### src/sv/sfd_pkg.sv
// Shared types, widths and register codes for the staggered finite-difference stream.
package sfd_pkg;

    localparam int SAMPLE_W  = 24;
    localparam int COEF_W    = 18;
    localparam int SCALE_W   = 24;
    localparam int HO_W      = 3;
    localparam int CFG_IDX_W = 3;
    localparam int CFG_DATA_W = 24;
    localparam int DERIV_W   = 32;

    localparam logic [CFG_IDX_W-1:0] CFG_HALF_ORDER = 3'd0;
    localparam logic [CFG_IDX_W-1:0] CFG_COEF_FIRST = 3'd1;
    localparam logic [CFG_IDX_W-1:0] CFG_COEF_LAST  = 3'd6;
    localparam logic [CFG_IDX_W-1:0] CFG_GRID_SCALE = 3'd7;

    localparam logic [HO_W-1:0]    HALF_ORDER_RST = 3'd4;
    localparam logic [COEF_W-1:0]  COEF_ONE_RST   = 18'h10000;
    localparam logic [SCALE_W-1:0] SCALE_RST      = 24'h010000;

    typedef logic signed [SAMPLE_W-1:0] sample_t;
    typedef logic signed [COEF_W-1:0]   coef_t;

    typedef struct packed {
        logic signed [SAMPLE_W-1:0] sample;
        logic                       line_start;
    } in_beat_t;

    typedef struct packed {
        logic signed [DERIV_W-1:0] derivative;
        logic                      saturated;
    } out_beat_t;

endpackage

### src/sv/sfd_queue.sv
// Two-entry queue that carries window snapshots from the front to the back.
module sfd_queue #(
    parameter int WIDTH = 288
) (
    input  logic             clk,
    input  logic             rst_n,
    input  logic             push,
    input  logic [WIDTH-1:0] push_data,
    output logic             full,
    input  logic             pop,
    output logic             not_empty,
    output logic [WIDTH-1:0] pop_data
);
    import sfd_pkg::*;

    logic [1:0][WIDTH-1:0] entry_reg;
    logic                  wr_ptr_reg;
    logic                  rd_ptr_reg;
    logic [1:0]            cnt_reg;
    logic [1:0]            cnt_next;

    assign full      = (cnt_reg == 2'd2);
    assign not_empty = (cnt_reg != 2'd0);
    assign pop_data  = entry_reg[rd_ptr_reg];

    always_comb
    begin
        cnt_next = cnt_reg;
        if (push && !pop)
        begin
            cnt_next = cnt_reg + 2'd1;
        end
        else if (pop && !push)
        begin
            cnt_next = cnt_reg - 2'd1;
        end
    end

    always_ff @(posedge clk)
    begin
        if (push)
        begin
            entry_reg[wr_ptr_reg] <= push_data;
        end
    end

    always_ff @(posedge clk or negedge rst_n)
    begin
        if (!rst_n)
        begin
            wr_ptr_reg <= 1'b0;
            rd_ptr_reg <= 1'b0;
            cnt_reg    <= 2'd0;
        end
        else
        begin
            if (push)
            begin
                wr_ptr_reg <= !wr_ptr_reg;
            end
            if (pop)
            begin
                rd_ptr_reg <= !rd_ptr_reg;
            end
            cnt_reg <= cnt_next;
        end
    end

    a_no_overflow: assert property (@(posedge clk) disable iff (!rst_n)
        full |-> !push)
        else $error("Queue written while full.");

    a_no_underflow: assert property (@(posedge clk) disable iff (!rst_n)
        !not_empty |-> !pop)
        else $error("Queue read while empty.");

endmodule

### config.mk
export PLATFORM = sky130hd
export DESIGN_NAME = sfd_queue
export DESIGN_NICKNAME = d
export VERILOG_FILES = /design/src/sv/sfd_pkg.sv /design/src/sv/sfd_queue.sv
export SDC_FILE = /design/constraint.sdc
export NUM_CORES = 1
export LEC_CHECK = 0
export CORE_MARGIN = 2
export CORE_UTILIZATION = 32
export DETAILED_ROUTE_END_ITERATION = 6
export DONT_BUFFER_PORTS = 1
export SLEW_MARGIN = 30
export SYNTH_ARGS = -nofsm -noshare
export SYNTH_HDL_FRONTEND = slang
export SYNTH_SLANG_ARGS = --single-unit
export TNS_END_PERCENT = 20
### constraint.sdc
create_clock -name clk -period 20 [get_ports clk]
set_input_delay 3 -clock clk [delete_from_list [all_inputs] [get_ports clk]]
set_output_delay 3 -clock clk [all_outputs]
set_load 0.05 [all_outputs]
### Word level (Yosys, flattened, before mapping)

Index checks and enable logic that the tools add are counted.

* register bits after elaboration: 580
* bits in latches: 0
* bits in writable memories: 0
* memory bits (read-only): 0
* bits of input ports: 292
* word-level logic and storage cells: 27
* memories: 0

* add/subtract/negate cells: 2
* multipliers: 0
* div/mod/pow operators: 0
* magnitude comparators: 3
* equal/unequal tests: 1
* shift operators: 0
* mux-type cells: 7
* bitwise gates (word level): 0
* reductions and logical operators: 9

Operator list (count)
* two-way mux 288 bit: 3
* bitwise mux 576 bit: 1
* demux 288 bit (select 1 bit): 1
* logical NOT 1 bit: 4
* less-than comparator 1 x 2 -> 1 bit (second input constant): 2
* two-way mux 2 bit: 2
* nonzero test 2 bit: 2
* logical AND 1 bit: 3
* adder 2 x 1 -> 2 bit (second input constant): 1
* equality test 2 bit (second input constant): 1
* subtractor 2 x 1 -> 2 bit (second input constant): 1
* greater-or-equal comparator 1 bit (second input constant): 1

### Logic depth before layout (Yosys ltp)

* depth after elaboration: 5
* gate-level depth with buffers: 5
* gate-level depth less buffers: 5

### Worst setup path before layout

No wires, ideal clock.

* path kind: input port to flip-flop
* start: input push
* end: register entry_reg[0] in the netlist's numbering, enable pin
* library setup time: 977 ps
* arrival: 15382 ps
* setup slack: 3640 ps
* cell stages on the path: 1
* path buffers: 0
* path through: nor2b_1

RTL lines
* start, declared: RTL line sfd_queue.sv:7 `input logic push,`
* end signal, assigned by index: RTL line sfd_queue.sv:43 `entry_reg[wr_ptr_reg] <= push_data;`
* end, declared: RTL line sfd_queue.sv:16 `logic [1:0][WIDTH-1:0] entry_reg;`

No word-level cell between the ends.

### Final worst setup path

* start: register rd_ptr_reg
* end: output pop_data[113]

* longest elaborated chain between the ends: 2

RTL lines
* start, declared: RTL line sfd_queue.sv:18 `logic rd_ptr_reg;`
* start signal, assigned: RTL line sfd_queue.sv:63 `rd_ptr_reg <= !rd_ptr_reg;`
* two-way mux 288 bit (not written as such) (2 in a row): RTL line sfd_queue.sv:24 `assign pop_data = entry_reg[rd_ptr_reg];`
* end, declared: RTL line sfd_queue.sv:12 `output logic [WIDTH-1:0] pop_data`

Every way passes these cells. The select of a mux whose other input is x is not followed.

==> impl_results.md <==
* Status: completed
* Tmin final at 7.04 ns
* Max_slew headroom at 0.374
* Fillers at between 6000 and 7000
* Total track usage at 0.116
* WP data required at ~17 ns
* Nets at around 1200
* Largest family of logic cells by synthesized area: multiplexers
* Hold_buf cts at 0
* Share of the synthesized area in the top cell type at 0.794
* Share of layout cells above drive strength 1 at 0.391
* Layout area overhead at 12.5%
* Setup crit start kind: flip-flop
* Count leader, synth: edfxtp_1
* Syn Nets at 1205
* Setup tns final at 0 ns
* Seq/Total Area, Yosys at 0.798
* Compound-Gate Fraction of Synth Area at 0
* DR iter-0 viols at 652
* Pin count of the biggest net entering global routing at 72
* Worst-Skew Late Latency at just under 0.6 ns
* Antenna Cells at 0
* Element type at the critical path end: primary output
* Ranking of synthesized cells by area: edfxtp_1, mux2_4, mux2_2, buf_6, dfrtp_1
* Max Root-Sink Buffers at 3
* Yosys reg bits at slightly below 600
* Slew @ Worst Pin at between 0.9 and 1 ns
* Ys Warns at 0
* Synth Area in Simple Gates at 0.00132
* Final ANT Viol Nets at 0
* Syn Inst Count at 912
* Die H at roughly 260 µm
* Top cells by count, synth: edfxtp_1, mux2_4, mux2_2
* Synth unique cells at 14
* CTS tree: done
* Top_reg_cell synth: edfxtp_1
* Overflow after GRT at 0
* Fmax at 142 MHz
* Die span in x at between 200 and 300 µm
* Via count at 8537
* FP Rows at 95
* Pwr dens at 181 nW/µm²
* Adder-cell share of the synthesized area at 0.000574
* Final Hold Fails at 0
* CTS Root Cell: clkbuf_16
* Max-cap viol count at 0
* Post-synthesis xor/xnor area fraction at 0.00201
* Critical path fanouts, max at 59
* Antenna violations before repair at 4
* Leak at 8.47 nW
* Drt via density at approximately 4.6
* Clock Sinks at slightly below 600
* Routed WL at 42900 µm
* DR WL/cell at around 23 µm
* RePlAce Congestion at 0.783
* Post-CTS Resized at 0
* Worst Path Arrival at 4.04 ns
* Core area at between 60000 and 70000 µm²
* Initial core utilization at 0.324
* Post-route DRC at 0
* Worst clock skew at 0.0112 ns
* HP Class: reg -> reg
* Detailed Place HPWL at 30200 µm
* Mapped cell area at 21800 µm²
* First-pass GRT wire length at between 50000 and 60000 µm
* Max FFs per register at roughly 580
* Final count of pins violating max slew at 0
* Final setup vio count at 0
* Hold slack at 0.484 ns
* Final cycle utilization of the critical path at 0.352
* CTS buffer count at 57
* Post-CTS Setup Inserts at 0
* Dominant cell type by area after synthesis: edfxtp_1
* Number of H-tree levels at 2
* # port buffers at 0
* Top-level I/O count at 582
* Synth async-reset ratio at 0.00690
* Vias in the first global route at 8888
* DRT Pass-1 Iters at 4
* Die area at ~70000 µm²
* Mux contribution to synthesized area at 0.183
* EDFF count, synth at 576
* RSZ-0062 raised after global routing: false
* CTS clk-pin slew, worst paths at 0.06 ns
* Worst VDD drop at about 0.00010 V
* CP Class: reg -> out
* Avg Cell Area, Syn at 23.9 µm²
-- metal layers --
| layer | share of wire | global-route usage | vias up |
|---|---|---|---|
| met5 | 0.0013 | 0 | - |
| met1 | 0.33 | 0.111 | 4313 |
| met4 | 0.026 | 0.0402 | 8 |
| met3 | 0.13 | 0.0660 | 82 |
| li1 | - | - | 3719 |
| met2 | 0.52 | 0.206 | 415 |
-- per-stage QoR --
stage	util	power (W)	cell area (µm²)	setup WS, ns	instances
after floorplan	-	0.00339	21800	3.64	912
after global routing	0.365	0.00458	24500	12.71	1872
after detailed placement	0.337	0.00345	22700	13.27	1767
after global placement	0.337	0.00344	22700	13.35	1767
after CTS	0.364	0.00449	24500	12.60	1872
final	0.365	0.00443	24500	12.96	1872
-- cell type report --
type | count | area (µm²) | share of cell area
tap | 873 | 1090 | 0.0445
multi-input combinational | 299 | 4090 | 0.167
timing repair buffer | 14 | 120 | 0.00490
inverter | 1 | 3.75 | 0.000153
clock inverter | 38 | 318 | 0.0130
sequential | 580 | 17400 | 0.709
clock buffer | 67 | 1510 | 0.0614
-- placed cells by master, fill, tap and decap left out, drive strengths merged --
master and instances:
and2 1, clkinvlp 1, or2 1, edfxtp 576, clkbuf 67, dfrtp 4
nor2 1, inv 2, mux2 288, xnor2 1, clkinv 31, bufinv 5
ha 1, xor2 4, nor2b 2, buf 14
-- worst max-delay path, cell delays in order, from the launching register on --
cell     delay [ns]
dfrtp_4        0.77
buf_4          0.76
buf_4          0.69
buf_6          0.63
mux2_4         0.44
-- cells by family (layout without fill, tap and decap cells) --
group	after synthesis	in the layout
flip-flops	580	580
multiplexers	288	288
buffers and inverters	33	120
XOR/XNOR	5	5
AND/OR/NAND/NOR	5	5
adder cells (fa/ha/maj)	1	1
-- worst paths after layout --
path                            start            end  cells past startpoint  slack [ns]
max                        rd_ptr_reg  pop_data[113]                      4       12.96
min                        cnt_reg[1]     cnt_reg[1]                      1        0.48
max reg2reg                wr_ptr_reg  entry_reg[94]                      4       16.93
min reg2reg                cnt_reg[1]     cnt_reg[1]                      1        0.48
max in group asynchronous       rst_n     rd_ptr_reg                      0       17.83
min in group asynchronous       rst_n     cnt_reg[1]                      0        2.10
-- power by group --
group          internal (W)  switching, W
logic              0.000429       0.00129
clock network      0.000600      0.000433
registers           0.00161     0.0000676
total               0.00264       0.00179
Power figures use the tool's default switching activity.
