File: config.mk
export PLATFORM = sky130hd
export DESIGN_NAME = sfd_front
export DESIGN_NICKNAME = d
export VERILOG_FILES = /design/src/sv/sfd_pkg.sv /design/src/sv/sfd_front.sv
export SDC_FILE = /design/constraint.sdc
export NUM_CORES = 1
export LEC_CHECK = 0
export CORE_MARGIN = 3
export CORE_UTILIZATION = 37
export CTS_CLUSTER_DIAMETER = 200
export DETAILED_ROUTE_END_ITERATION = 6
export DONT_BUFFER_PORTS = 1
export GPL_ROUTABILITY_DRIVEN = 0
export SLEW_MARGIN = 0
export SYNTH_ARGS = -nofsm -noshare
export SYNTH_HDL_FRONTEND = slang
export SYNTH_SLANG_ARGS = --single-unit
export TNS_END_PERCENT = 5
File: constraint.sdc
create_clock -name clk -period 2.2 [get_ports clk]
set_input_delay 0.55 -clock clk [delete_from_list [all_inputs] [get_ports clk]]
set_output_delay 0.55 -clock clk [all_outputs]
set_load 0.01 [all_outputs]
File: src/sv/sfd_pkg.sv
// Shared types, widths and register codes for the staggered finite-difference stream.
package sfd_pkg;

    localparam int SAMPLE_W  = 24;
    localparam int COEF_W    = 18;
    localparam int SCALE_W   = 24;
    localparam int HO_W      = 3;
    localparam int CFG_IDX_W = 3;
    localparam int CFG_DATA_W = 24;
    localparam int DERIV_W   = 32;

    localparam logic [CFG_IDX_W-1:0] CFG_HALF_ORDER = 3'd0;
    localparam logic [CFG_IDX_W-1:0] CFG_COEF_FIRST = 3'd1;
    localparam logic [CFG_IDX_W-1:0] CFG_COEF_LAST  = 3'd6;
    localparam logic [CFG_IDX_W-1:0] CFG_GRID_SCALE = 3'd7;

    localparam logic [HO_W-1:0]    HALF_ORDER_RST = 3'd4;
    localparam logic [COEF_W-1:0]  COEF_ONE_RST   = 18'h10000;
    localparam logic [SCALE_W-1:0] SCALE_RST      = 24'h010000;

    typedef logic signed [SAMPLE_W-1:0] sample_t;
    typedef logic signed [COEF_W-1:0]   coef_t;

    typedef struct packed {
        logic signed [SAMPLE_W-1:0] sample;
        logic                       line_start;
    } in_beat_t;

    typedef struct packed {
        logic signed [DERIV_W-1:0] derivative;
        logic                      saturated;
    } out_beat_t;

endpackage

File: src/sv/sfd_front.sv
// Input side: sample window, line fill count and classification of each beat.
module sfd_front #(
    parameter int MAX_HALF_ORDER = 6
) (
    input  logic                                               clk,
    input  logic                                               rst_n,
    input  logic                                               in_valid,
    output logic                                               in_ready,
    input  sfd_pkg::in_beat_t                                  in_data,
    input  logic [sfd_pkg::HO_W-1:0]                           half_n,
    input  logic                                               q_full,
    output logic                                               push,
    output logic [2*MAX_HALF_ORDER-1:0][sfd_pkg::SAMPLE_W-1:0] push_data
);
    import sfd_pkg::*;

    localparam int WIN_DEPTH = 2 * MAX_HALF_ORDER;
    localparam int FC_W      = $clog2(WIN_DEPTH + 1);

    logic [WIN_DEPTH-1:0][SAMPLE_W-1:0] win_reg;
    logic [WIN_DEPTH-1:0][SAMPLE_W-1:0] win_next;
    logic [FC_W-1:0]                    fc_reg;
    logic [FC_W-1:0]                    fc_base;
    logic [FC_W-1:0]                    fc_next;
    logic [FC_W-1:0]                    two_n;
    logic                               accept;

    assign in_ready = !q_full;
    assign accept   = in_valid && in_ready;
    assign two_n    = FC_W'({half_n, 1'b0});

    always_comb
    begin
        win_next[0] = in_data.sample;
        for (int k = 1; k < WIN_DEPTH; k++)
        begin
            win_next[k] = win_reg[k-1];
        end
        fc_base = in_data.line_start ? '0 : fc_reg;
        fc_next = (fc_base < FC_W'(WIN_DEPTH)) ? fc_base + FC_W'(1) : fc_base;
    end

    assign push      = accept && (fc_next >= two_n);
    assign push_data = win_next;

    always_ff @(posedge clk or negedge rst_n)
    begin
        if (!rst_n)
        begin
            win_reg <= '0;
            fc_reg  <= '0;
        end
        else if (accept)
        begin
            win_reg <= win_next;
            fc_reg  <= fc_next;
        end
    end

endmodule

## Word level (Yosys, flattened, before mapping)

Cells that the tools add are included.

| cells by class | value |
|---|---|
| $add $sub $neg | 1 |
| mux-type cells | 2 |
| $lt $le $gt $ge | 2 |
| reduce and logical (&&, ||, !) cells | 3 |

Operator list:

| operator | count |
|---|---|
| 2-to-1 mux 4 bit | 2 |
| adder 4 x 1 -> 4 bit (second input constant) | 1 |
| greater-or-equal comparator 4 bit | 1 |
| < comparator 4 bit (second input constant) | 1 |
| logical AND 1 bit | 2 |
| logical NOT 1 bit | 1 |

| word-level totals | value |
|---|---|
| input bits | 32 |
| logic and storage cells | 20 |
| flip-flop bits (word level) | 268 |
| output and inout bits | 290 |

## Depth between registers and ports, before layout

| depth | value |
|---|---|
| depth after elaboration | 5 |
| gate-level depth with buffers | 8 |

## Least setup slack after synthesis

OpenSTA, ideal clock, no wires.

| path | value |
|---|---|
| kind | input to output |
| start | in in_data[0] (netlist name) |
| end | out push |
| buffers on the path | 1 |
| arrival | 1542 ps |
| stages | 6 |
| path slack | 108 ps |
| data required time | 1650 ps |
| cells stage by stage | buf_1 nor3_1 ha_1 nor2b_1 o211ai_1 nand3_1 |

| on the way | value |
|---|---|
| cells in the longest elaborated chain, start to end | 5 |

Ends and longest elaborated chain:

| element | line | text |
|---|---|---|
| start: declaration | sfd_front.sv:9 | `input sfd_pkg::in_beat_t in_data,` |
| 2-to-1 mux 4 bit (*) | sfd_front.sv:39 | `fc_base = in_data.line_start ? '0 : fc_reg;` |
| adder 4 x 1 -> 4 bit / < comparator 4 bit (equally long branches) | sfd_front.sv:40 | `fc_next = (fc_base < FC_W'(WIN_DEPTH)) ? fc_base + FC_W'(1) : fc_base;` |
| 2-to-1 mux 4 bit (*) | sfd_front.sv:40 |  |
| named net fc_next[2] | sfd_front.sv:24 | `logic [FC_W-1:0] fc_next;` |
| greater-or-equal comparator 4 bit (*) | sfd_front.sv:43 | `assign push = accept && (fc_next >= two_n);` |
| logical AND 1 bit (*) | sfd_front.sv:43 |  |
| end: declaration | sfd_front.sv:12 | `output logic push,` |

Mark *: on every way through the listed nets, which the timed path passes. The rest lies on a longest branch.

## Worst setup path after layout

| path | value |
|---|---|
| start | reg fc_reg[2] |
| end | out push |

| on the way | value |
|---|---|
| cells in the longest elaborated chain, start to end | 5 |

Ends and longest elaborated chain:

| element | line | text |
|---|---|---|
| start: declaration | sfd_front.sv:22 | `logic [FC_W-1:0] fc_reg;` |
| start signal: assignment | sfd_front.sv:56 | `fc_reg <= fc_next;` |
| 2-to-1 mux 4 bit (*) | sfd_front.sv:39 |  |
| adder 4 x 1 -> 4 bit / < comparator 4 bit (equally long branches) | sfd_front.sv:40 |  |
| 2-to-1 mux 4 bit (*) | sfd_front.sv:40 |  |
| named net fc_next[2] | sfd_front.sv:24 |  |
| greater-or-equal comparator 4 bit (*) | sfd_front.sv:43 |  |
| logical AND 1 bit (*) | sfd_front.sv:43 |  |

Marks and branches as above.

==> results_dict.tcl <==
set metrics [dict create \
    synthAdderAreaFrac 0.00358 \
    first_pass_iters 4 \
    cts.sinks 268 \
    total_power_uw 13100 \
    syn_nets 1216 \
    synth_xor_area_frac 0.000836 \
    hold_violations 268 \
    finalCriticalPeriod_ns 2.73 \
    routed_wl_mm 25.5 \
    start_kind "flip-flop" \
    synth_area_per_cell_um2 8.87 \
    io_buffer_count 0 \
    grt_pass1_vias 7048 \
    die_width_um 174 \
    failed_checks "negative hold slack, negative setup slack" \
    cp.arrival_ns 2.18 \
    ios 322 \
    hold_path.class "input pin to asynchronous set/reset pin" \
    ys_warn_count 0 \
    required_ns 1.65 \
    crit_fanout 7 \
    status "finished, violations left" \
    async_reset_ff_frac 1.00 \
    drv_slew 0 \
    muxShareOfSynthArea 0 \
    cts_setup_buffers 0 \
    r2r-start "fc_reg[2]$_DFFE_PN0P_" \
    rsz0062_at_grt "true" \
    clk_latency_ns 0.53 \
    syn-cell-area_um2 10500 \
    synth_edf_count 0 \
    h-tree-depth 1 \
    fmax_mhz 366 \
    drc 0 \
    grt_pass1_wl_mm 41.4 \
    cts_tree "yes" \
    reg2reg_depth 3 \
    fin_crit_sh 1.24 \
    skew_ns 0.00557 \
    grt_remaining_overflow 0 \
    num_antenna_cells 0 \
    synth_top_area_frac 0.640 \
    core_um2 27400 \
    hold_ws_ns -0.286 \
    die_y_um 174 \
    r2r_setup_slack_ns 1.07 \
    start_util 0.382 \
    drive_above_1_share 0.0494 \
    max_slew_margin 0.329 \
    die-area_um2 30400 \
    ys_seq_area_frac 0.640 \
    drtIter0Drc 427 \
    numCtsBuffers 28 \
    largest_reg_flops 264 \
    vias 7171 \
    syn_to_final_growth_pct 9.52 \
    clk_pin_slew_worst_paths_ns 0.06 \
    ant_nets 0 \
    synth_top_family_by_area "simple AND/OR/NAND/NOR gates" \
    irDropWorstVdd_mv 0.706 \
    finalNetCount 1172 \
    final_util 0.419 \
    num_rows 60 \
    yosysTopAreaCell "dfrtp_1" \
    grt_max_degree 269 \
    synthFlopType "dfrtp_1" \
    placed_area_um2 10600 \
    synth-simple-area-share 0.292 \
    fin_area_um2 11500 \
    track_usage 0.165 \
    ys_types 26 \
    worst_slew_pin_slew_ns 1.01 \
    synthCells 1181 \
    antenna_found_initial 0 \
    dp_hpwl_mm 16.7 \
    synth-seq-cells 268 \
    cp-end-kind "output pin" \
    maxCapViolCount 0 \
    setup-violations-final 1 \
    root_buffer "clkbuf_16" \
    synth-compound-area-share 0.00824 \
    synth_area_leaders "dfrtp_1 (64%), nand2_1 (28%), buf_4 (3.9%)" \
    cts.path.max_buffers 3 \
    setup_slack_ns -0.530 \
    wire_per_inst_um 16.7 \
    via_per_inst 4.70 \
    r2r-end "fc_reg[2]$_DFFE_PN0P_" \
    power.static_leakage_uw 0.00640 \
    power.density_nw_per_um2 1150 \
    crit_type "flip-flop to output pin" \
]
cell families after synthesis:
kind of cell / Yosys count
compound gates: 12
xor+xnor: 1
fa+ha+maj: 3
buf+inv: 90
flops: 268
simple gates: 807
how the worst max path moves through the flow:
stage                     endpoint                  start
after CTS                     push  fc_reg[3]$_DFFE_PN0P_
final                         push  fc_reg[2]$_DFFE_PN0P_
after detailed placement      push  fc_reg[2]$_DFFE_PN0P_
after global placement        push  fc_reg[2]$_DFFE_PN0P_
after global routing          push  fc_reg[2]$_DFFE_PN0P_
after floorplan               push             in_data[0]
layout make-up:
type                            count  area, um^2
Fill cell                        2676       15900
Multi-Input combinational cell    823        3220
Timing Repair Buffer               12         190
Sequential cell                   268        6710
Clock buffer                       43         828
Clock inverter                      4        45.0
Tap cell                          372         465
Inverter                            4        15.0
routing by layer:
layer  track usage  up-vias  share of wire
met1         0.223     3364           0.44
met2         0.246      300           0.43
met5             0        -              0
met4        0.0345        0          0.017
li1              -     3472              -
met3        0.0756       35           0.12
timing repair:
action | CTS | global route
pin swaps | 1 | 0
endpoints found under the hold margin | 268 | 268
endpoints found under the setup margin | 1 | 1
gates resized for setup | 3 | 2
gates cloned | 0 | 0
synthesized netlist by cell type, types with 2 or more instances:
library cell    n
and3b_1         2
nor2b_1         2
buf_4          54
inv_1           4
nand3_1         2
nor2_1          2
buf_2          29
ha_1            3
a21oi_1         4
a31oi_1         2
nand2_1       794
dfrtp_1       268
nand2b_1        2
placed cells by master (no fill, tap or decap), drive strengths merged, types with 3 or more instances in the layout:
cell type  count
nand2        794
dfrtp        268
clkbuf        43
buf           12
inv            4
a21oi          4
ha             3
clkinv         3
critical path: stages (launching register included):
cell	delay (ns)
dfrtp_2	0.45
and4b_1	0.23
nor3_2	0.22
ha_1	0.29
nor2b_1	0.15
o211ai_1	0.15
nand3_1	0.15
metrics by stage:
step | setup WS [ns] | hold WS, ns | instances | TNS, ns
2_1_floorplan | 0.108 | 0.254 | 1181 | 0
3_3_place_gp | 0.106 | 0.260 | 1479 | 0
3_5_place_dp | 0.0396 | 0.261 | 1479 | 0
4_1_cts | -0.503 | -0.327 | 1526 | -0.503
5_1_grt | -0.650 | -0.323 | 1526 | -0.650
6_report | -0.530 | -0.286 | 1526 | -0.530
power breakdown:
group          internal [uW]  switching [uW]  leakage (uW)
Sequential              5890            1550       0.00355
Combinational            481             689       0.00243
Clock                   2680            1860      0.000430
Note: power is estimated with default switching activity, not from simulation.
